--- src/histogram_ks_distance_top_defines.svh ---
// Assertion macros shared by the histogram KS distance block.
`ifndef HISTOGRAM_KS_DISTANCE_TOP_DEFINES_SVH
`define HISTOGRAM_KS_DISTANCE_TOP_DEFINES_SVH
// Implication checked on every clock edge outside reset.
`define HKS_ASSERT_IMPL(label, ante, cons) \
  label: assert property (@(posedge clk) disable iff (!rst_n) (ante) |-> (cons)) \
    else $error("hks check failed");
// Implication with the consequent checked in the next cycle.
`define HKS_ASSERT_NEXT(label, ante, cons) \
  label: assert property (@(posedge clk) disable iff (!rst_n) (ante) |=> (cons)) \
    else $error("hks check failed");
`endif

--- src/hks_pkg.sv ---
// Package: types, constants and command codes of the histogram KS distance block.
package hks_pkg;
  localparam int Bins = 256;
  localparam int BinW = $clog2(Bins);
  localparam int QueueDepth = 2;

  typedef enum logic [1:0] {
    CMD_SAMPLE  = 2'd0,
    CMD_CLEAR   = 2'd1,
    CMD_COMPARE = 2'd2,
    CMD_NOP     = 2'd3
  } cmd_t;

  typedef enum logic [1:0] {
    ST_OK    = 2'd0,
    ST_RANGE = 2'd1,
    ST_EMPTY = 2'd2
  } status_t;

  localparam logic CFG_RANGE_LOW  = 1'b0;
  localparam logic CFG_RANGE_HIGH = 1'b1;

  // Classified operation from front to back.
  typedef struct packed {
    cmd_t            cmd;
    logic            set_sel;
    logic            reject;
    logic [BinW-1:0] bin;
  } op_t;
endpackage

--- src/hks_queue.sv ---
// Short queue between front and back end.
module hks_queue (
  input  logic         clk,
  input  logic         rst_n,
  input  logic         wr_valid,
  output logic         wr_ready,
  input  hks_pkg::op_t wr_data,
  output logic         rd_valid,
  input  logic         rd_ready,
  output hks_pkg::op_t rd_data
);
  localparam int PtrW = $clog2(hks_pkg::QueueDepth);

  hks_pkg::op_t  mem_r [hks_pkg::QueueDepth];
  logic [PtrW-1:0] wp_r, rp_r;
  logic [PtrW:0]   cnt_r;
  logic wr_en, rd_en;

  assign wr_ready = (cnt_r != (PtrW+1)'(hks_pkg::QueueDepth));
  assign rd_valid = (cnt_r != '0);
  assign rd_data  = mem_r[rp_r];
  assign wr_en = wr_valid && wr_ready;
  assign rd_en = rd_valid && rd_ready;

  always_ff @(posedge clk) begin
    if (!rst_n) begin
      wp_r  <= '0;
      rp_r  <= '0;
      cnt_r <= '0;
    end else begin
      if (wr_en) wp_r <= wp_r + 1'b1;
      if (rd_en) rp_r <= rp_r + 1'b1;
      cnt_r <= cnt_r + (PtrW+1)'(wr_en) - (PtrW+1)'(rd_en);
    end
    if (wr_en) mem_r[wp_r] <= wr_data;
  end
endmodule

--- config.mk ---
export PLATFORM = sky130hd
export DESIGN_NAME = hks_queue
export DESIGN_NICKNAME = d
export VERILOG_FILES = /design/src/histogram_ks_distance_top_defines.svh /design/src/hks_pkg.sv /design/src/hks_queue.sv
export SDC_FILE = /design/constraint.sdc
export NUM_CORES = 1
export LEC_CHECK = 0
export BUFFER_PORTS_ARGS = -buffer_cell sky130_fd_sc_hd__buf_2
export CAP_MARGIN = 10
export CELL_PAD_IN_SITES_DETAIL_PLACEMENT = 0
export CELL_PAD_IN_SITES_GLOBAL_PLACEMENT = 1
export CORE_ASPECT_RATIO = 2
export CORE_MARGIN = 2
export CORE_UTILIZATION = 40
export DETAILED_ROUTE_END_ITERATION = 16
export GPL_ROUTABILITY_DRIVEN = 0
export PLACE_DENSITY = 0.72
export SKIP_CTS_REPAIR_TIMING = 1
export SYNTH_ARGS = -nofsm -noshare
export SYNTH_HDL_FRONTEND = slang
export SYNTH_SLANG_ARGS = --single-unit
--- constraint.sdc ---
create_clock -name clk -period 2.15 [get_ports clk]
set_clock_uncertainty 0.05 [all_clocks]
set_input_delay 0.1075 -clock clk [delete_from_list [all_inputs] [get_ports clk]]
set_output_delay 0.1075 -clock clk [all_outputs]
set_load 0.05 [all_outputs]
==> results.json, run 1 <==
{
  "worstPathRequired_ps": 1990,
  "numCtsBuffers": 5,
  "n_antenna_cell": 0,
  "drc_errors": 0,
  "report.final.slew_viol_count": 0,
  "cp_max_fo": 12,
  "drt-vias-per-instance": 4.97,
  "p_sw_uw": 608,
  "timing.final.crit_share": 0.789,
  "yosysWarnings": 0,
  "clkTransAtPathRegs_ps": 60,
  "p_total_mw": 1.77,
  "root_buffer": "clkbuf_8",
  "htreeDepth": 2,
  "layout-drive-gt1-share": 0.439,
  "slew_headroom": 0.619,
  "mostFrequentLayoutCells": "29 x buf_2, 24 x edfxtp_1, 12 x mux2_2, 12 x dlygate4sd3_1, 7 x clkbuf_8",
  "synth-edff-count": 24,
  "syn-num-nets": 83,
  "grt_max_degree": 13,
  "drt_first_pass_iters": 4,
  "synthesis.instances": 66,
  "finalSetupTns_ps": 0,
  "syn_to_final_growth_pct": 35.4,
  "clock_power_share": 0.273,
  "synth_top_area_frac": 0.641,
  "die_w_um": 41.5,
  "io_buffers": 29,
  "cts_sinks": 29,
  "max_clock_freq_mhz": 589,
  "rsz0062_at_grt": "no",
  "status": "finished clean",
  "ys_ff_latch": 29,
  "min_period_ps": 1700,
  "antenna_left": 0,
  "seqPwrFrac": 0.422,
  "routed_wl_um": 1860,
  "hold_viol": 0,
  "leakagePower_nw": 0.607,
  "synthFlopType": "edfxtp_1",
  "grt-ovfl-total": 0,
  "comb_power_share": 0.305,
  "crit_type": "reg -> out",
  "crit_chain": "mux2_2 -> buf_2",
  "die-height_um": 79.0,
  "cap_violations": 0,
  "grt_antenna_before_repair": 0,
  "final_common_cell": "buf_2",
  "grt_util_all_layers": 0.133,
  "critPathCaptureType": "primary output",
  "start_util": 0.416,
  "vias": 710,
  "avgSynthCellArea_sq_um": 17.0,
  "grt_pass1_vias": 724,
  "grt_pass1_wl_um": 3170,
  "synthesis.area_sq_mm": 0.00112,
  "power_density_mw_per_mm2": 1160,
  "core_area_sq_mm": 0.00270,
  "cts_tree": "built",
  "tightest_slew_ps": 571,
  "detail_route.iter0.violations": 4,
  "clk_latency_ps": 270,
  "worstPathArrival_ps": 1540,
  "routedWlPerCell_um": 13.0,
  "cts_buffer_depth": 2,
  "hpwl_um": 1290,
  "async_flop_share": 0,
  "start_kind": "register",
  "cp_slowest_cell": "dfxtp_1",
  "setup_violations": 0,
  "synthDistinctLibCells": 23,
  "nNetsFinal": 130,
  "cellInternalPower_mw": 1.16,
  "min_path_type": "in -> reg",
  "synth_area_leaders": "edfxtp_1 64%, mux2_2 12%, dfxtp_1 8.9%, a21bo_1 1.8%, and2_1 1.7%",
  "io_pins": 30,
  "irDropWorstVdd_mv": 0.617,
  "critPathMaxStageDelay_ps": 650,
  "synth_top_cell_by_area": "edfxtp_1",
  "design.die.area_sq_mm": 0.00327,
  "rows": 27,
  "ys_seq_area_frac": 0.731,
  "p_sw_frac": 0.344
}
-- cell families (layout without fill, tap and decap cells) --
kind of cell	count (synthesis)	after routing	synth area share
xor gates and xnor gates	1	1	0.00780
buffers and inverters	2	50	0.00779
DFF	29	29	0.731
muxes	13	13	0.129
adders and majority gates	1	1	0.0111
and+or+nand+nor	13	13	0.0657
AOI/OAI and AO/OA	7	7	0.0479
-- power groups by stage --
stage	Sequential [mW]	Combinational [mW]	Clock, mW
after global placement	0.755	0.522	0
after CTS	0.748	0.531	0.494
after floorplan	0.727	0.447	0
after global routing	0.758	0.574	0.524
after detailed placement	0.759	0.528	0
final	0.745	0.539	0.482
-- synthesized netlist by cell type (2+ instances only) --
master and number:
edfxtp_1 24, nand2b_1 2, nor2_1 2, dfxtp_1 5
and2_1 3, mux2_2 12, a21bo_1 2
-- per-layer routing --
layer / vias to the layer above / wire length, um / global-route usage
met5: - / 0 / 0
met4: 0 / 63 / 0.0968
met3: 6 / 96 / 0.0591
met2: 23 / 978 / 0.225
met1: 337 / 718 / 0.122
li1: 344 / - / -
-- flip-flops by register name, indices dropped and copies added (netlist names), named ones only --
register	flops
rp_r	1
wp_r	1
cnt_r	2
mem_r	24
-- worst paths after layout --
kind              slack, ps           to  depth (start not counted)      from
hold reg to reg         520         wp_r                          2      wp_r
setup / recovery        450   rd_data[3]                          2  register
hold / removal           60     cnt_r[0]                          2     rst_n
setup reg to reg        550  mem_r[1][1]                          2  cnt_r[0]
-- critical path: cells and delay by family, from the launching register on --
kind | cells | cell delay (ps)
buffers and inverters | 1 | 210
flip-flops | 1 | 650
multiplexers | 1 | 400
-- cell type report --
cell class,instances,area (sq um)
Fill cell,252,1180
Sequential cell,29,821
Multi-Input combinational cell,35,294
Timing Repair Buffer,41,265
Clock buffer,7,96.3
Tap cell,29,36.3
Clock inverter,1,5.00
Inverter,1,3.75
-- through the flow --
stage	worst slack, ps	utilization	std cells	hold WS [ps]	cell area [sq um]
after detailed placement	554	0.481	123	250	1300
after CTS	414	0.519	131	-37.6	1400
final	453	0.563	143	63.0	1520
after global placement	602	0.481	123	247	1300
after floorplan	360	-	66	156	1120
after global routing	357	0.563	143	74.7	1520
Power figures use the tool's default switching activity.
==> inputs of run 2 (changes only) <==
- ABC_AREA: default -> 1
- CORE_UTILIZATION: 40 -> 37
- PLACE_DENSITY: 0.72 -> 0.69
- clock period: 2.15 -> 1.37 ns (I/O delays scaled with it)
==> run 2 against run 1 <==
Compared with the run above: the run now ends with hold timing, setup timing left; non-clock buffer count up 10; sequential power rose by 69%; clock power up 32%; wire length rose by 14%; first-iteration DRC count grew to 4.3 times the previous value; register-to-register slack worse by 600 ps; final area up 19%; via count is 6.2% higher; core utilization up 1.9 points; largest cell class unchanged.
==> results.json, run 2 <==
{
  "status": "finished with violations",
  "violations": "hold timing, setup timing",
  "vias": 754,
  "min_period_ps": 1420,
  "drc_errors": 0,
  "drt_first_pass_iters": 4,
  "rr_worst_depth": 9,
  "fin_ws_ps": -47.3,
  "hold_viol": 1,
  "synthDistinctLibCells": 17,
  "antenna_left": 0,
  "drt-vias-per-instance": 4.65,
  "worstHoldEndpoint": "cnt_r[0]",
  "largest_register_ffs": 24,
  "grt_antenna_before_repair": 0,
  "cts_tree": "built",
  "layout-drive-gt1-share": 0.573,
  "htreeDepth": 2,
  "start_util": 0.377,
  "cp_slowest_cell": "dfxtp_4",
  "numCtsBuffers": 5,
  "hold_depth": 3,
  "synthFlopType": "edfxtp_1",
  "synth-edff-count": 24,
  "final_common_cell": "edfxtp_1",
  "grt_pass1_vias": 668,
  "crit_chain": "nor2_4 -> nor2_4 -> xnor2_2 -> ha_2 -> inv_2 -> nand2_2 -> nand2_2 -> a21oi_2 -> nor2_1",
  "die-height_um": 83.8,
  "grt_max_degree": 13,
  "detail_route.iter0.violations": 17,
  "grt_util_all_layers": 0.114,
  "startpoint": "cnt_r[1]",
  "yosysWarnings": 0,
  "hpwl_um": 1350,
  "synth_most_common_cell": "edfxtp_1",
  "postPlaceCellArea_sq_mm": 0.00143,
  "synthesis.area_sq_mm": 0.00118,
  "tightest_slew_ps": 252,
  "clk_latency_ps": 270,
  "post-route-cell-area_sq_mm": 0.00182,
  "die_w_um": 43.9,
  "syn-num-nets": 90,
  "irDropWorstVdd_mv": 1.48,
  "root_buffer": "clkbuf_8",
  "n_antenna_cell": 0,
  "hp-start": "rst_n",
  "core_area_sq_mm": 0.00312,
  "max_clock_freq_mhz": 706,
  "clkTransAtPathRegs_ps": 60,
  "cts_buffer_depth": 2,
  "synth_top_area_frac": 0.612,
  "avgSynthCellArea_sq_um": 16.1,
  "leakagePower_nw": 0.753,
  "critPathMaxStageDelay_ps": 400,
  "worstPathArrival_ps": 1530,
  "cts_sinks": 29,
  "grt-ovfl-total": 0,
  "rows": 29,
  "synth_top_cell_by_area": "edfxtp_1",
  "nNetsFinal": 147,
  "min_path_type": "in -> reg",
  "netlist_top_cells_count": "24 x edfxtp_1, 10 x mux2_4, 9 x nand2_1",
  "crit_type": "reg -> reg",
  "mostFrequentLayoutCells": "24 x edfxtp_1, 17 x buf_2, 12 x mux2_4, 12 x dlygate4sd3_1, 11 x buf_6",
  "rrSetupSlack_ps": -50,
  "holdWs_ps": -2.63,
  "worstPathRequired_ps": 1490,
  "report.final.slew_viol_count": 0,
  "power_density_mw_per_mm2": 2030,
  "routed_wl_um": 2120,
  "synth_area_leaders": "edfxtp_1 61%, mux2_4 13%, dfxtp_1 8.5%, nand2_1 2.9%, inv_1 1.9%",
  "start_kind": "register",
  "timing.final.crit_share": 1.03,
  "setup_violations": 1,
  "r2r_end": "cnt_r[1]",
  "cp_max_fo": 4,
  "regMostFlops": "mem_r",
  "r2r-start": "cnt_r[1]",
  "io_buffers": 29,
  "syn_to_final_growth_pct": 54.2,
  "ys_ff_latch": 29,
  "async_flop_share": 0,
  "design.die.area_sq_mm": 0.00368,
  "io_pins": 30,
  "grt_pass1_wl_um": 2930,
  "largestRegisters": "mem_r (24), cnt_r (2)",
  "synthesis.instances": 73,
  "rsz0062_at_grt": "yes",
  "ys_seq_area_frac": 0.697,
  "slew_headroom": 0.833,
  "cap_violations": 0,
  "critPathCaptureType": "register",
  "routedWlPerCell_um": 13.1
}
## run 2: cell count changes after synthesis, moves of 2 or more
cell and delta:
nand2_1 +8, nor2_1 +4, mux2_1 +2, and2_1 -3, nor2_2 +2, mux2_2 -12
mux2_4 +10, nand2b_1 -2, a21bo_1 -2, inv_1 +5
## run 2: critical path, delay by kind of cell (launching register included)
kind	cells	cell delay (ps)
flip-flops	1	400
AND/OR/NAND/NOR	5	350
adder cells (fa/ha/maj)	1	200
XOR/XNOR	1	130
AO/OA/AOI/OAI	1	130
buffers and inverters	1	40
## run 2: routing by layer
| metal | track usage | up-vias | part of all wire |
|---|---|---|---|
| met2 | 0.182 | 27 | 0.57 |
| met5 | 0 | - | 0 |
| met4 | 0.107 | 0 | 0.040 |
| met3 | 0.0368 | 6 | 0.041 |
| li1 | - | 368 | - |
| met1 | 0.106 | 353 | 0.35 |
## run 2: through the flow
step | instances | setup TNS [ps] | setup slack [ps] | util | total power, mW
CTS | 145 | -845 | -106 | 0.483 | 3.27
floorplan | 73 | -189 | -16.9 | - | 2.32
finish | 162 | -47.3 | -47.3 | 0.582 | 3.69
global route | 162 | -984 | -112 | 0.582 | 3.87
detailed placement | 137 | -93.8 | -93.8 | 0.457 | 2.63
global placement | 137 | 0 | 19.0 | 0.457 | 2.58
## run 2: final cells by class
class | count | area (sq um)
inverters | 7 | 42.5
fillers | 256 | 1310
clock buffers | 8 | 80.1
multi-input cells | 36 | 365
flip-flops and latches | 29 | 832
repair buffers | 51 | 457
well taps | 31 | 38.8
## run 2: power by group
part           leakage (nW)  total [mW]  internal [mW]  switching [mW]
combinational         0.445        1.79          0.789            1.00
sequential            0.268        1.26           1.15           0.109
clock                0.0395       0.635          0.359           0.276
total                 0.753        3.69           2.30            1.39
## run 2: cell families (layout without fill, tap and decap cells)
kind of cell             Yosys count  count (layout)  share of synthesized area
buffers and inverters              8              66                     0.0436
multiplexers                      12              12                      0.147
AND/OR/NAND/NOR                   21              21                     0.0871
flip-flops                        29              29                      0.697
adder cells (fa/ha/maj)            1               1                     0.0106
XOR/XNOR                           1               1                    0.00744
AO/OA/AOI/OAI                      1               1                    0.00744
## run 2: worst max path at each step
stage | end | slack [ps] | cells after the start
2_1_floorplan | cnt_r[1] | -20 | 11
3_3_place_gp | cnt_r[1] | 20 | 10
3_5_place_dp | cnt_r[1] | -90 | 10
4_1_cts | cnt_r[1] | -110 | 10
5_1_grt | cnt_r[1] | -110 | 9
6_report | cnt_r[1] | -50 | 9
==> inputs of run 3 (changes only) <==
- CORE_UTILIZATION: 37 -> 40
- CTS_BUF_LIST: default -> sky130_fd_sc_hd__clkbuf_2 sky130_fd_sc_hd__clkbuf_4 sky130_fd_sc_hd__clkbuf_8
- PLACE_DENSITY: 0.69 -> 0.74
==> run 3 against run 2 <==
Compared with the run above: largest cell class unchanged; non-clock buffer count shrank 2; power shrank 2.1%; final area shrank 2.5%; core utilization grew 5.7 points; sequential share of layout area grew 1.1 points; wire length shrank 0.71%; via count grew 1.2%; the flow still finishes with violations (hold timing, setup timing); maximum frequency shrank 1.4%; flip-flop and latch count is the same; global-route usage grew 1.1 points; critical endpoint unchanged; worst setup slack lost 20 ps; register-to-register slack lost 20 ps.
==> results.json, run 3 (same netlist as run 2, synthesis figures left out) <==
{
  "nNetsFinal": 145,
  "routedWlPerCell_um": 13.3,
  "worstPathRequired_ps": 1520,
  "setup_violations": 1,
  "grt_util_all_layers": 0.125,
  "hpwl_um": 1440,
  "cp_max_fo": 3,
  "grt_antenna_before_repair": 0,
  "io_buffers": 29,
  "min_path_type": "in -> reg",
  "worstPathArrival_ps": 1590,
  "top_layer_used": "met4",
  "grt_pass1_wl_um": 3020,
  "routed_wl_um": 2110,
  "grt-ovfl-total": 0,
  "status": "finished with violations",
  "wl_met1_um": 721,
  "die_w_um": 42.4,
  "cts_tree": "built",
  "htreeDepth": 2,
  "n_antenna_cell": 0,
  "cts_buffer_depth": 2,
  "drt-vias-per-instance": 4.83,
  "power_density_mw_per_mm2": 2040,
  "finalNonFillerCells": 158,
  "cap_violations": 0,
  "drt_first_pass_iters": 4,
  "wl_met3_um": 90,
  "min_period_ps": 1440,
  "largest_register_ffs": 24,
  "rows": 27,
  "critPathCaptureType": "register",
  "rsz0062_at_grt": "yes",
  "violations": "hold timing, setup timing",
  "die-height_um": 80.7,
  "critPathMaxStageDelay_ps": 370,
  "core_area_sq_mm": 0.00277,
  "antenna_left": 0,
  "drc_errors": 0,
  "seqPwrFrac": 0.348,
  "vias": 763,
  "detail_route.iter0.violations": 8,
  "report.final.slew_viol_count": 0,
  "hold_viol": 1,
  "max_clock_freq_mhz": 696,
  "largestRegisters": "mem_r (24), cnt_r (2)",
  "p_sw_frac": 0.387,
  "design.die.area_sq_mm": 0.00342,
  "fin_ws_ps": -67.1,
  "start_kind": "register",
  "area.sequential_sq_um": 830,
  "holdWs_ps": -16.3,
  "leakagePower_nw": 0.737,
  "slew_headroom": 0.833,
  "p_total_mw": 3.61,
  "grt_pass1_vias": 714,
  "cts_sinks": 29,
  "cellInternalPower_mw": 2.21,
  "p_sw_mw": 1.40,
  "crit_type": "reg -> reg",
  "clkTransAtPathRegs_ps": 60,
  "mostFrequentLayoutCells": "24 x edfxtp_1, 17 x buf_2, 15 x buf_6",
  "cp_slowest_cell": "dfxtp_4",
  "layout-drive-gt1-share": 0.581,
  "irDropWorstVdd_mv": 1.48,
  "io_pins": 30,
  "routed-wl-met2_um": 1230,
  "finalSetupTns_ps": -67.1,
  "regMostFlops": "mem_r",
  "root_buffer": "clkbuf_8",
  "final_common_cell": "edfxtp_1",
  "grt_max_degree": 13,
  "placed_cells": 137,
  "multi_input_area_sq_um": 363,
  "clock_power_share": 0.182,
  "crit_chain": "nor2_4 -> nor2_4 -> xnor2_2 -> ha_2 -> inv_2 -> nand2_2 -> nand2_2 -> nand3_2 -> nand2_1 -> nor2_1",
  "timing.final.crit_share": 1.05,
  "tightest_slew_ps": 252,
  "fillCellCount": 227,
  "start_util": 0.425,
  "comb_power_share": 0.470,
  "syn_to_final_growth_pct": 50.3,
  "clk_latency_ps": 280,
  "numCtsBuffers": 5
}
-- run 3: final cells by class --
cell class	instances	area share
Sequential cell	29	0.469
Tap cell	29	0.0205
Inverter	7	0.0240
Clock inverter	3	0.00990
Multi-Input combinational cell	36	0.205
Timing Repair Buffer	49	0.233
Clock buffer	5	0.0389
-- run 3: final timing paths --
kind              slack (ps)  startpoint  depth (start not counted)        to
setup reg to reg         -70    cnt_r[0]                         10  cnt_r[1]
hold reg to reg          460        rp_r                          2      rp_r
setup / recovery         -70    cnt_r[0]                         10  cnt_r[1]
hold / removal           -20       rst_n                          3  cnt_r[0]
-- run 3: power groups by stage --
stage | logic (mW) | clock network, mW | registers [mW]
2_1_floorplan | 1.10 | 0 | 1.23
3_3_place_gp | 1.35 | 0 | 1.23
3_5_place_dp | 1.39 | 0 | 1.24
4_1_cts | 1.39 | 0.684 | 1.22
5_1_grt | 1.80 | 0.721 | 1.28
6_report | 1.70 | 0.658 | 1.26
-- run 3: worst max-delay path, delay by kind of cell (launching register included) --
family / cells / cell delay [ps]
XOR/XNOR: 1 / 170
buffers and inverters: 1 / 40
flip-flops: 1 / 370
AND/OR/NAND/NOR: 7 / 530
adder cells (fa/ha/maj): 1 / 210
-- run 3: through the flow --
stage                util  cell area [sq um]  worst slack [ps]
global route        0.639               1770              -122
floorplan               -               1200             -16.9
finish              0.639               1770             -67.1
CTS                 0.547               1510              -129
detailed placement  0.515               1430              -118
global placement    0.515               1430              14.5
-- run 3: metal layers --
| metal | vias up | GRT usage |
|---|---|---|
| met3 | 5 | 0.0337 |
| met4 | 0 | 0.103 |
| met5 | - | 0 |
| met2 | 21 | 0.231 |
| met1 | 373 | 0.104 |
| li1 | 364 | - |
