[src/histogram_ks_distance_top_defines.svh]
// Assertion macros shared by the histogram KS distance block.
`ifndef HISTOGRAM_KS_DISTANCE_TOP_DEFINES_SVH
`define HISTOGRAM_KS_DISTANCE_TOP_DEFINES_SVH
// Implication checked on every clock edge outside reset.
`define HKS_ASSERT_IMPL(label, ante, cons) \
  label: assert property (@(posedge clk) disable iff (!rst_n) (ante) |-> (cons)) \
    else $error("hks check failed");
// Implication with the consequent checked in the next cycle.
`define HKS_ASSERT_NEXT(label, ante, cons) \
  label: assert property (@(posedge clk) disable iff (!rst_n) (ante) |=> (cons)) \
    else $error("hks check failed");
`endif

[src/hks_pkg.sv]
// Package: types, constants and command codes of the histogram KS distance block.
package hks_pkg;
  localparam int Bins = 256;
  localparam int BinW = $clog2(Bins);
  localparam int QueueDepth = 2;

  typedef enum logic [1:0] {
    CMD_SAMPLE  = 2'd0,
    CMD_CLEAR   = 2'd1,
    CMD_COMPARE = 2'd2,
    CMD_NOP     = 2'd3
  } cmd_t;

  typedef enum logic [1:0] {
    ST_OK    = 2'd0,
    ST_RANGE = 2'd1,
    ST_EMPTY = 2'd2
  } status_t;

  localparam logic CFG_RANGE_LOW  = 1'b0;
  localparam logic CFG_RANGE_HIGH = 1'b1;

  // Classified operation from front to back.
  typedef struct packed {
    cmd_t            cmd;
    logic            set_sel;
    logic            reject;
    logic [BinW-1:0] bin;
  } op_t;
endpackage

[src/hks_front.sv]
// Front end: accept items and compute the bin index by iterative division.
module hks_front (
  input  logic              clk,
  input  logic              rst_n,
  input  logic              in_valid,
  output logic              in_ready,
  input  logic [1:0]        in_command,
  input  logic              in_set_select,
  input  logic signed [23:0] in_sample_value,
  input  logic signed [23:0] range_low,
  input  logic signed [23:0] range_high,
  output logic              op_valid,
  input  logic              op_ready,
  output hks_pkg::op_t      op_data
);
  localparam int NumW = 25 + hks_pkg::BinW;
  localparam int CntW = $clog2(NumW + 1);

  typedef enum logic [2:0] {
    F_IDLE = 3'b001,
    F_DIV  = 3'b010,
    F_OUT  = 3'b100
  } fstate_t;

  fstate_t             state_r, state_nxt;
  hks_pkg::op_t        op_r, op_nxt;
  logic [NumW-1:0]     quo_r, quo_nxt;
  logic [25:0]         rem_r, rem_nxt;
  logic [24:0]         span_r, span_nxt;
  logic [CntW-1:0]     cnt_r, cnt_nxt;

  logic signed [24:0]  v_e, lo_e, hi_e;
  logic                rej;
  logic [25:0]         rem_sh;

  assign v_e  = 25'(in_sample_value);
  assign lo_e = 25'(range_low);
  assign hi_e = 25'(range_high);
  assign rej  = (hi_e <= lo_e) || (v_e < lo_e) || (v_e > hi_e);
  assign rem_sh = {rem_r[24:0], quo_r[NumW-1]};

  assign in_ready = (state_r == F_IDLE);
  assign op_valid = (state_r == F_OUT);
  assign op_data  = op_r;

  always_comb begin
    state_nxt = state_r;
    op_nxt    = op_r;
    quo_nxt   = quo_r;
    rem_nxt   = rem_r;
    span_nxt  = span_r;
    cnt_nxt   = cnt_r;
    case (state_r)
      F_IDLE: begin
        if (in_valid) begin
          op_nxt.cmd     = hks_pkg::cmd_t'(in_command);
          op_nxt.set_sel = in_set_select;
          op_nxt.reject  = rej;
          op_nxt.bin     = '0;
          quo_nxt  = {25'(v_e - lo_e), {hks_pkg::BinW{1'b0}}};
          rem_nxt  = '0;
          span_nxt = 25'(hi_e - lo_e);
          cnt_nxt  = CntW'(NumW);
          if (hks_pkg::cmd_t'(in_command) == hks_pkg::CMD_SAMPLE && !rej) begin
            state_nxt = F_DIV;
          end else begin
            state_nxt = F_OUT;
          end
        end
      end
      F_DIV: begin
        // One restoring division step per cycle.
        quo_nxt = {quo_r[NumW-2:0], 1'b0};
        if (rem_sh >= {1'b0, span_r}) begin
          rem_nxt = rem_sh - {1'b0, span_r};
          quo_nxt[0] = 1'b1;
        end else begin
          rem_nxt = rem_sh;
        end
        cnt_nxt = cnt_r - 1'b1;
        if (cnt_r == CntW'(1)) begin
          state_nxt = F_OUT;
          if (quo_nxt[NumW-1:hks_pkg::BinW] != '0) begin
            op_nxt.bin = '1;
          end else begin
            op_nxt.bin = quo_nxt[hks_pkg::BinW-1:0];
          end
        end
      end
      F_OUT: begin
        if (op_ready) state_nxt = F_IDLE;
      end
      default: state_nxt = F_IDLE;
    endcase
  end

  always_ff @(posedge clk) begin
    if (!rst_n) begin
      state_r <= F_IDLE;
    end else begin
      state_r <= state_nxt;
    end
    op_r   <= op_nxt;
    quo_r  <= quo_nxt;
    rem_r  <= rem_nxt;
    span_r <= span_nxt;
    cnt_r  <= cnt_nxt;
  end
endmodule

[config.mk]
export PLATFORM = sky130hd
export DESIGN_NAME = hks_front
export DESIGN_NICKNAME = d
export VERILOG_FILES = /design/src/histogram_ks_distance_top_defines.svh /design/src/hks_pkg.sv /design/src/hks_front.sv
export SDC_FILE = /design/constraint.sdc
export NUM_CORES = 1
export LEC_CHECK = 0
export CAP_MARGIN = 30
export CORE_MARGIN = 4
export CORE_UTILIZATION = 48
export CTS_CLUSTER_DIAMETER = 80
export DETAILED_ROUTE_END_ITERATION = 7
export DONT_BUFFER_PORTS = 1
export GPL_ROUTABILITY_DRIVEN = 0
export PLACE_DENSITY = 0.68
export SYNTH_ARGS = -nofsm -noshare
export SYNTH_HDL_FRONTEND = slang
export SYNTH_SLANG_ARGS = --single-unit
[constraint.sdc]
create_clock -name clk -period 3.1 [get_ports clk]
set_input_delay 0.465 -clock clk [delete_from_list [all_inputs] [get_ports clk]]
set_output_delay 0.465 -clock clk [all_outputs]
set_load 0.05 [all_outputs]
==> results of run 1 <==
==> routing by layer <==
layer	vias up	part of all wire (%)	global-route usage [%]	routed length, um
met5	-	0	0	0
met4	0	1.9	4.70	395
met1	3156	45	27.0	9350
met2	116	48	35.8	10000
met3	22	4.4	4.91	900
li1	3350	-	-	-
==> through the flow <==
| step | power, mW | std cells | TNS [ns] |
|---|---|---|---|
| floorplan | 2.95 | 914 | 0 |
| global placement | 3.26 | 1143 | -0.0110 |
| detailed placement | 3.27 | 1143 | -0.0540 |
| CTS | 4.48 | 1159 | 0 |
| global route | 4.74 | 1159 | 0 |
| finish | 4.46 | 1159 | 0 |
==> worst max-delay path, stage by stage, from the launching register on <==
cell	delay (ns)
edfxtp_1	0.35
inv_1	0.05
ha_1	0.21
fa_1	0.44
nor2b_4	0.15
o31a_4	0.14
nor3_2	0.05
o31ai_4	0.27
a21oi_2	0.10
o211a_4	0.25
nor2_4	0.13
buf_12	0.20
mux2i_1	0.21
nor2_1	0.05
==> area by class of cell <==
class	count	area, um^2	share of cell area [%]
sequential	104	3090	33.2
clock inverter	7	88.8	0.955
clock buffer	9	225	2.42
timing repair buffer	19	155	1.67
inverter	104	390	4.20
tap	225	282	3.03
multi-input combinational	691	5070	54.5
==> registers in the layout, indices dropped and copies added, names as in the netlist <==
register / flops
op_data: 12
quo_r: 33
span_r: 25
cnt_r: 6
state_r: 3
rem_r: 25
==> logic make-up (layout without fill, tap and decap cells) <==
family,Yosys count,count (layout)
AOI/OAI and AO/OA,256,256
buffers and inverters,119,139
muxes,15,15
adders and majority gates,102,102
and+or+nand+nor,262,262
xor gates and xnor gates,56,56
DFF,104,104
==> cell usage in the layout (no fill, tap or decap), drive strengths merged, types with 10 or more instances in the layout <==
cell type and instances:
a21o 41, a21oi 79, buf 19, edfxtp 101, ha 99, inv 108
mux2i 15, nand2 55, nand2b 14, nand3 18, nand4 10, nor2 74
nor2b 15, nor3 15, o21a 13, o21ai 56, or2 12, xnor2 38
xor2 18
==> power by group through the flow <==
| stage | clock network, mW | logic, mW | registers, mW |
|---|---|---|---|
| 2_1_floorplan | 0 | 1.12 | 1.83 |
| 3_3_place_gp | 0 | 1.40 | 1.86 |
| 3_5_place_dp | 0 | 1.42 | 1.86 |
| 4_1_cts | 1.23 | 1.43 | 1.83 |
| 5_1_grt | 1.30 | 1.59 | 1.84 |
| 6_report | 1.21 | 1.42 | 1.83 |
==> worst max-delay path by stage <==
stage / end / startpoint / slack (ns) / cells past startpoint
4_1_cts: rem_r[10]$_SDFFCE_PN0P_ / quo_r[32]$_DFFE_PP_ / 0.24 / 13
5_1_grt: rem_r[10]$_SDFFCE_PN0P_ / rem_r[17]$_SDFFCE_PN0P_ / 0.06 / 11
6_report: rem_r[10]$_SDFFCE_PN0P_ / quo_r[32]$_DFFE_PP_ / 0.25 / 13
2_1_floorplan: cnt_r[0]$_SDFFCE_PN1P_ / state_r[0]$_SDFFE_PN1P_ / 0.03 / 3
3_5_place_dp: quo_r[32]$_DFFE_PP_ / in_sample_value[0] / -0.05 / 13
3_3_place_gp: quo_r[32]$_DFFE_PP_ / range_low[7] / -0.01 / 10
==> flow_summary.ini, run 1 <==
[outcome]
status = finished clean

[synth]
synth_compound_area_share_pct = 20.2
synth_top_cell_by_area = edfxtp_1
synth_nets = 1095
ys_top_cells_by_count = 103 x inv_1, 101 x edfxtp_1, 99 x ha_1
syn_area_mm2 = 0.00862
synthFlopType = edfxtp_1
synthAdderAreaFrac_pct = 15.1
netlist_top_cells_area = edfxtp_1 35%, ha_1 14%, inv_1 4.5%, a21oi_1 4.3%, xnor2_1 3.9%
synth_xor_xnor_area_share_pct = 5.69
async_flop_share_pct = 0
synth-seq-area-share_pct = 35.9
syn_inst = 914
synthMuxAreaShare_pct = 1.74
synth_edf_count = 101
synthMostInstantiatedCell = inv_1
synth_warnings = 0
yosysTopAreaCellShare_pct = 35.2
synth-seq-cells = 104
avgSynthCellArea_um2 = 9.43
synth-simple-area-share_pct = 15.9
synthDistinctLibCells = 84
synth_top_family_by_area = compound AO/OA/AOI/OAI gates

[setup_path]
critPathKind = flop to flop
timing.rr.start = quo_r[32]$_DFFE_PP_
ff2ff_path_depth = 13
cp_max_fo = 25
r2r_end = rem_r[10]$_SDFFCE_PN0P_
crit_required_ns = 3.21
arrival_ns = 2.96
worstSetupEndpointType = flop
reg2reg_setup_slack_ns = 0.25
start_kind = flop

[power_and_ir_drop]
p_sw_share_pct = 33.1
p_leak_nw = 4.08
seq_power_share_pct = 40.9
ir_drop_v = 0.000294
power.density_mw_per_mm2 = 480
combPwrFrac_pct = 31.9
internal-power_mw = 2.99
pwr-share-clk_pct = 27.2
switchingPower_mw = 1.48

[layout]
nNetsFinal = 1110
fill_cells = 1644
final_core_util_pct = 53.4
fin_area_mm2 = 0.00930
area_growth_pct = 7.94
n_antenna_cell = 0
drive_gt1_share_pct = 9.42

[clocking]
cts.repair.resized = 0
clk_latency_ns = 0.36
cts_setup_buffers = 0
htreeDepth = 3
cts.path.max_buffers = 2
path_clk_slew_ns = 0.08
numCtsBuffers = 9
cts-root-buf = clkbuf_16
cts_sinks = 104
cts_tree = done
hold_buffers = 0

[placed_design]
detailed_place_hpwl_um = 16500
detailedPlace.worstSlack_ns = -0.0540
portBuffers = 0
placed_area_mm2 = 0.00899

[routing]
drt_iter0_drc = 399
vias = 6644
ant_nets = 0
drtPass1Iterations = 5
route.detailed.drc = 0
routedWlPerCell_um = 17.8
drt_wl_total_um = 20600
viasPerCell = 5.73

[sta]
hold_viol = 0
slew_viol_final = 0
fin_crit_ns = 2.85
fin_crit_sh_pct = 91.9
relSlewSlack_pct = 42.1
worst_pin_slew_ns = 0.865
rsz0062_at_grt = no
finalSetupViolations = 0
skew_ns = 0.00938
timing.fmax_ghz = 0.351
hold_slack_ns = 0.186
fin_ws_ns = 0.252

[grt]
grt_pass1_wl_um = 33600
antenna_found_initial = 0
grt.total_usage_pct = 20.9
grt_max_degree = 37
grt_overflow = 0
grt_pass1_vias = 6591

[floorplan]
fp.dieH_um = 142
fp.coreArea_mm2 = 0.0174
dieArea_mm2 = 0.0202
num_io_pins = 93
start_util_pct = 49.5
die_w_um = 142
num_rows = 48

[worst_hold_path]
holdPathEnd = state_r[0]$_SDFFE_PN1P_
hold_depth = 1
hold_path.class = input pin to flop
hp-start = rst_n

[flow_run]
cap_violations = 0
Note: power is estimated with default switching activity, not from simulation.
==> run 2, diff against run 1 <==
Settings changed: PLACE_DENSITY 0.68 to 0.64.
==> run 2 against run 1 <==
Fmax fell by 0.60%. Utilization decreased by 0.20 points. Cell count down 0.26%. Sequential power hardly changed. Global-route usage is 0.15 points lower. Clock skew hardly changed. Design area fell by 0.38%. Routed wire length rose by 0.61%. Critical path type unchanged. Largest cell class unchanged.
==> flow_summary.ini, run 2 (same netlist as run 1, synthesis figures left out) <==
[clocking]
path_clk_slew_ns = 0.08
cts.path.max_buffers = 2
clk_latency_ns = 0.35
cts_sinks = 104
numCtsBuffers = 9
cts_tree = done
htreeDepth = 3
cts_setup_buffers = 0
cts-root-buf = clkbuf_16

[worst_hold_path]
hp-start = rst_n
hold_depth = 1
holdPathEnd = state_r[0]$_SDFFE_PN1P_
hold_path.class = input pin to flop

[placed_design]
placed_area_mm2 = 0.00898
detailed_place_hpwl_um = 16500
portBuffers = 0
placedCellCount = 1140
detailedPlace.worstSlack_ns = -0.0961

[grt]
grt_max_degree = 44
grt.total_usage_pct = 20.7
met3_usage_pct = 4.20
grt_use_met1_pct = 26.4
grt_pass1_wl_um = 33200
busiest_layer = met2
grt_overflow = 0
antenna_found_initial = 0
met2_usage_pct = 35.5
grt_pass1_vias = 6437

[layout]
top_register = quo_r
area_growth_pct = 7.53
fill_cells = 1648
reg_top3 = quo_r x33, rem_r x25, span_r x25
most-common-layout-cells = 103 x inv_1, 101 x edfxtp_1, 99 x ha_1
drive_gt1_share_pct = 9.13
final_common_cell = inv_1
nNetsFinal = 1107
fin_area_mm2 = 0.00927
largest_reg_flops = 33
fin_cells = 1156
n_antenna_cell = 0

[setup_path]
reg2reg_setup_slack_ns = 0.23
path_cells = inv_1 > ha_1 > fa_1 > nor2b_4 > o31a_4 > nor3_2 > o31ai_4 > a21oi_2 > o211a_4 > nor2_4 > buf_4 > mux2i_1 > nor2_1
crit_path_top_delay_cell = fa_1
worstSetupEndpointType = flop
timing.rr.start = quo_r[32]$_DFFE_PP_
critPathKind = flop to flop
arrival_ns = 2.96
r2r_end = rem_r[11]$_SDFFCE_PN0P_
start_kind = flop
cp_slowest_stage_delay_ns = 0.44
cp_max_fo = 10
ff2ff_path_depth = 13
crit_required_ns = 3.20

[routing]
ant_nets = 0
drtPass1Iterations = 5
drt_iter0_drc = 230
routedWlPerCell_um = 18.0
vias = 6601
route.detailed.drc = 0
viasPerCell = 5.71
drt_wl_total_um = 20800

[sta]
hold_slack_ns = 0.183
timing.fmax_ghz = 0.349
fin_crit_sh_pct = 92.4
tns_ns = 0
worst_pin_slew_ns = 0.862
hold_viol = 0
skew_ns = 0.00983
rsz0062_at_grt = no
fin_crit_ns = 2.87
finalSetupViolations = 0
fin_ws_ns = 0.235
slew_viol_final = 0
relSlewSlack_pct = 42.3

[outcome]
status = finished clean

[floorplan]
die_w_um = 142
start_util_pct = 49.5
fp.coreArea_mm2 = 0.0174
dieArea_mm2 = 0.0202
num_io_pins = 93
fp.dieH_um = 142
num_rows = 48

[power_and_ir_drop]
p_leak_nw = 4.05
ir_drop_v = 0.000290
power.density_mw_per_mm2 = 469

[flow_run]
cap_violations = 0
==> run 2: worst max-delay path: cells and delay by family, from the launching register on <==
family | cells | cell delay (ns)
compound gates | 4 | 0.78
fa+ha+maj | 2 | 0.65
simple gates | 4 | 0.38
flops | 1 | 0.35
buf+inv | 2 | 0.26
mux | 1 | 0.21
==> run 2: final cells by class <==
cell class / instances / area [um^2] / share of cell area (%)
Clock buffer: 9 / 225 / 2.43
Timing Repair Buffer: 16 / 145 / 1.57
Sequential cell: 104 / 3090 / 33.4
Multi-Input combinational cell: 691 / 5080 / 54.8
Tap cell: 225 / 282 / 3.04
Clock inverter: 7 / 56.3 / 0.608
Inverter: 104 / 390 / 4.21
==> run 2: where the power goes <==
group / internal (mW) / total (mW) / switching [mW]
Sequential: 1.73 / 1.83 / 0.101
Combinational: 0.613 / 1.42 / 0.809
Clock: 0.553 / 1.10 / 0.548
==> run 2: layer usage <==
metal  vias to the layer above  part of all wire (%)
met3                        30                   3.9
li1                       3350                     -
met1                      3119                    45
met5                         -                     0
met4                         0                   2.6
met2                       102                    49
==> run 2: how the worst max path moves through the flow <==
stage / start / end / slack [ns] / depth (start not counted)
floorplan: state_r[0]$_SDFFE_PN1P_ / cnt_r[0]$_SDFFCE_PN1P_ / 0.03 / 3
global placement: range_low[7] / quo_r[32]$_DFFE_PP_ / -0.05 / 9
detailed placement: in_sample_value[0] / quo_r[32]$_DFFE_PP_ / -0.1 / 12
CTS: rem_r[8]$_SDFFCE_PN0P_ / rem_r[23]$_SDFFCE_PN0P_ / 0.22 / 11
global route: rem_r[8]$_SDFFCE_PN0P_ / rem_r[23]$_SDFFCE_PN0P_ / 0.04 / 11
finish: quo_r[32]$_DFFE_PP_ / rem_r[11]$_SDFFCE_PN0P_ / 0.23 / 13
==> run 2: repair_timing <==
action | CTS | global route
endpoints found under the setup margin | 0 | 1
hold buffers | 0 | 0
gates resized for setup | 0 | 1
==> run 2: through the flow <==
step,util [%],power (mW)
2_1_floorplan,-,2.95
3_3_place_gp,51.6,3.26
3_5_place_dp,51.6,3.27
4_1_cts,53.2,4.37
5_1_grt,53.2,4.62
6_report,53.2,4.35
==> run 3, diff against run 2 <==
--- a/config.mk
+++ b/config.mk
@@ -9,3 +9,3 @@
 export CORE_MARGIN = 4
-export CORE_UTILIZATION = 48
+export CORE_UTILIZATION = 51
 export CTS_CLUSTER_DIAMETER = 80
@@ -14,3 +14,3 @@
 export GPL_ROUTABILITY_DRIVEN = 0
-export PLACE_DENSITY = 0.64
+export PLACE_DENSITY = 0.67
 export SYNTH_ARGS = -nofsm -noshare
==> constraint.sdc (replaced) <==
create_clock -name clk -period 3.1 [get_ports clk]
set_input_delay 0.155 -clock clk [delete_from_list [all_inputs] [get_ports clk]]
set_output_delay 0.155 -clock clk [all_outputs]
set_load 0.05 [all_outputs]
==> run 3 against run 2 <==
Count of clock-buffer cells in the layout is the same. Flip-flop and latch count stayed put. First-iteration DRC count grew 63%. Clock skew hardly changed. Largest power group unchanged. Utilization up 2.9 points. Non-clock buffer count rose by 5. Sequential power about the same. Register-to-register slack got worse by 0.06 ns. Total power up 1.1%.
==> flow_summary.ini, run 3 (same netlist as run 1, synthesis figures left out) <==
[setup_path]
cp_max_fo = 10
worstSetupEndpointType = flop
arrival_ns = 3.03
crit_required_ns = 3.20
start_kind = flop
critPathKind = flop to flop

[layout]
n_antenna_cell = 0
drive_gt1_share_pct = 9.29
reg_top3 = quo_r x33, rem_r x25, span_r x25
area_growth_pct = 8.03
final_common_cell = inv_1
top_register = quo_r
fill_cells = 1567
largest_reg_flops = 33
nNetsFinal = 1112
fin_area_mm2 = 0.00931
most-common-layout-cells = 103 x inv_1, 101 x edfxtp_1, 98 x ha_1
final_core_util_pct = 56.1

[grt]
grt.total_usage_pct = 22.5
grt_overflow = 0
grt_max_degree = 34
grt_pass1_wl_um = 33500
antenna_found_initial = 0
grt_pass1_vias = 6582

[placed_design]
portBuffers = 0
detailed_place_hpwl_um = 16300
placed_area_mm2 = 0.00897

[routing]
routedWlPerCell_um = 17.9
route.detailed.drc = 0
ant_nets = 0
drtPass1Iterations = 5
viasPerCell = 5.74
drt_wl_total_um = 20700
drt_iter0_drc = 374
vias = 6635

[sta]
hold_viol = 0
timing.fmax_ghz = 0.342
finalSetupViolations = 0
worst_pin_slew_ns = 0.833
slew_viol_final = 0
tns_ns = 0
rsz0062_at_grt = no
fin_crit_sh_pct = 94.4
relSlewSlack_pct = 43.8
skew_ns = 0.00972
fin_crit_ns = 2.93

[clocking]
numCtsBuffers = 9
cts_setup_buffers = 0
htreeDepth = 3
cts-root-buf = clkbuf_16
path_clk_slew_ns = 0.08
cts.path.max_buffers = 2
clk_latency_ns = 0.36
cts_tree = done
cts_sinks = 104

[floorplan]
num_rows = 47
start_util_pct = 52.0
num_io_pins = 93
dieArea_mm2 = 0.0190
fp.coreArea_mm2 = 0.0166
fp.dieH_um = 138
die_w_um = 138

[power_and_ir_drop]
p_sw_share_pct = 34.0
seq_power_share_pct = 41.4
p_total_mw = 4.40
switchingPower_mw = 1.50
internal-power_mw = 2.90
ir_drop_v = 0.000291
pwr-share-clk_pct = 26.1
power.density_mw_per_mm2 = 473
p_leak_nw = 4.07
combPwrFrac_pct = 32.5

[outcome]
status = finished clean

[flow_run]
cap_violations = 0

[worst_hold_path]
hold_path.class = input pin to flop
==> run 3: cell count changes in the layout (fill, tap and decap cells not counted), sizes merged <==
cell / delta
dlygate4sd3: +4
inv: +2
buf: +1
clkinv: -1
clkinvlp: -1
==> run 3: routing by layer <==
layer  vias up  track usage [%]  share of wire (%)
li1       3354                -                  -
met1      3114             29.4                 45
met2       133             37.3                 48
met3        34             5.04                4.2
met4         0             7.08                2.8
met5         -                0                  0
==> run 3: path summary, 6_finish.rpt <==
kind | slack (ns) | end | cells past startpoint | from
max | 0.17 | rem_r[2]$_SDFFCE_PN0P_ | 13 | quo_r[32]$_DFFE_PP_
min | 0.03 | state_r[2]$_SDFFE_PN0P_ | 3 | op_ready
max reg2reg | 0.17 | rem_r[2]$_SDFFCE_PN0P_ | 13 | quo_r[32]$_DFFE_PP_
min reg2reg | 0.54 | quo_r[7]$_SDFFCE_PN0P_ | 1 | quo_r[6]$_SDFFCE_PN0P_
==> run 3: power by group through the flow <==
stage | clock, mW | combinational, mW | sequential, mW
2_1_floorplan | 0 | 1.12 | 1.83
3_3_place_gp | 0 | 1.39 | 1.85
3_5_place_dp | 0 | 1.40 | 1.86
4_1_cts | 1.18 | 1.42 | 1.82
5_1_grt | 1.23 | 1.60 | 1.84
6_report | 1.15 | 1.43 | 1.82
==> run 3: worst max-delay path, stage by stage (launching register included) <==
cell and delay, ns:
edfxtp_1 0.35, inv_1 0.05, ha_1 0.22, fa_1 0.44
nor2b_4 0.15, o31a_4 0.14, nor3_2 0.05, o31ai_4 0.28
a21oi_2 0.11, o211a_4 0.28, nor2_4 0.17, buf_6 0.18
mux2i_1 0.21, nor2_1 0.05
==> run 3: area by class of cell <==
type | instances | area, um^2 | area share (%)
clock buffer | 9 | 225 | 2.42
clock inverter | 7 | 65.1 | 0.699
inverter | 104 | 390 | 4.19
multi-input combinational | 691 | 5080 | 54.5
sequential | 104 | 3090 | 33.2
tap | 220 | 275 | 2.96
timing repair buffer | 21 | 184 | 1.98
==> run 3: stage by stage <==
stage | hold WS, ns | worst slack [ns] | instances
2_1_floorplan | 0.231 | 0.0339 | 914
3_3_place_gp | 0.254 | 0.164 | 1136
3_5_place_dp | 0.254 | 0.133 | 1136
4_1_cts | 0.00800 | 0.119 | 1156
5_1_grt | 0.0554 | 0.0269 | 1156
6_report | 0.0264 | 0.174 | 1156
==> run 3: repair_timing <==
| action | in CTS | in global routing |
|---|---|---|
| hold buffers | 4 | 0 |
| hold endpoints to repair | 6 | 0 |
| endpoints found under the setup margin | 0 | 11 |
| gates resized for setup | 0 | 3 |
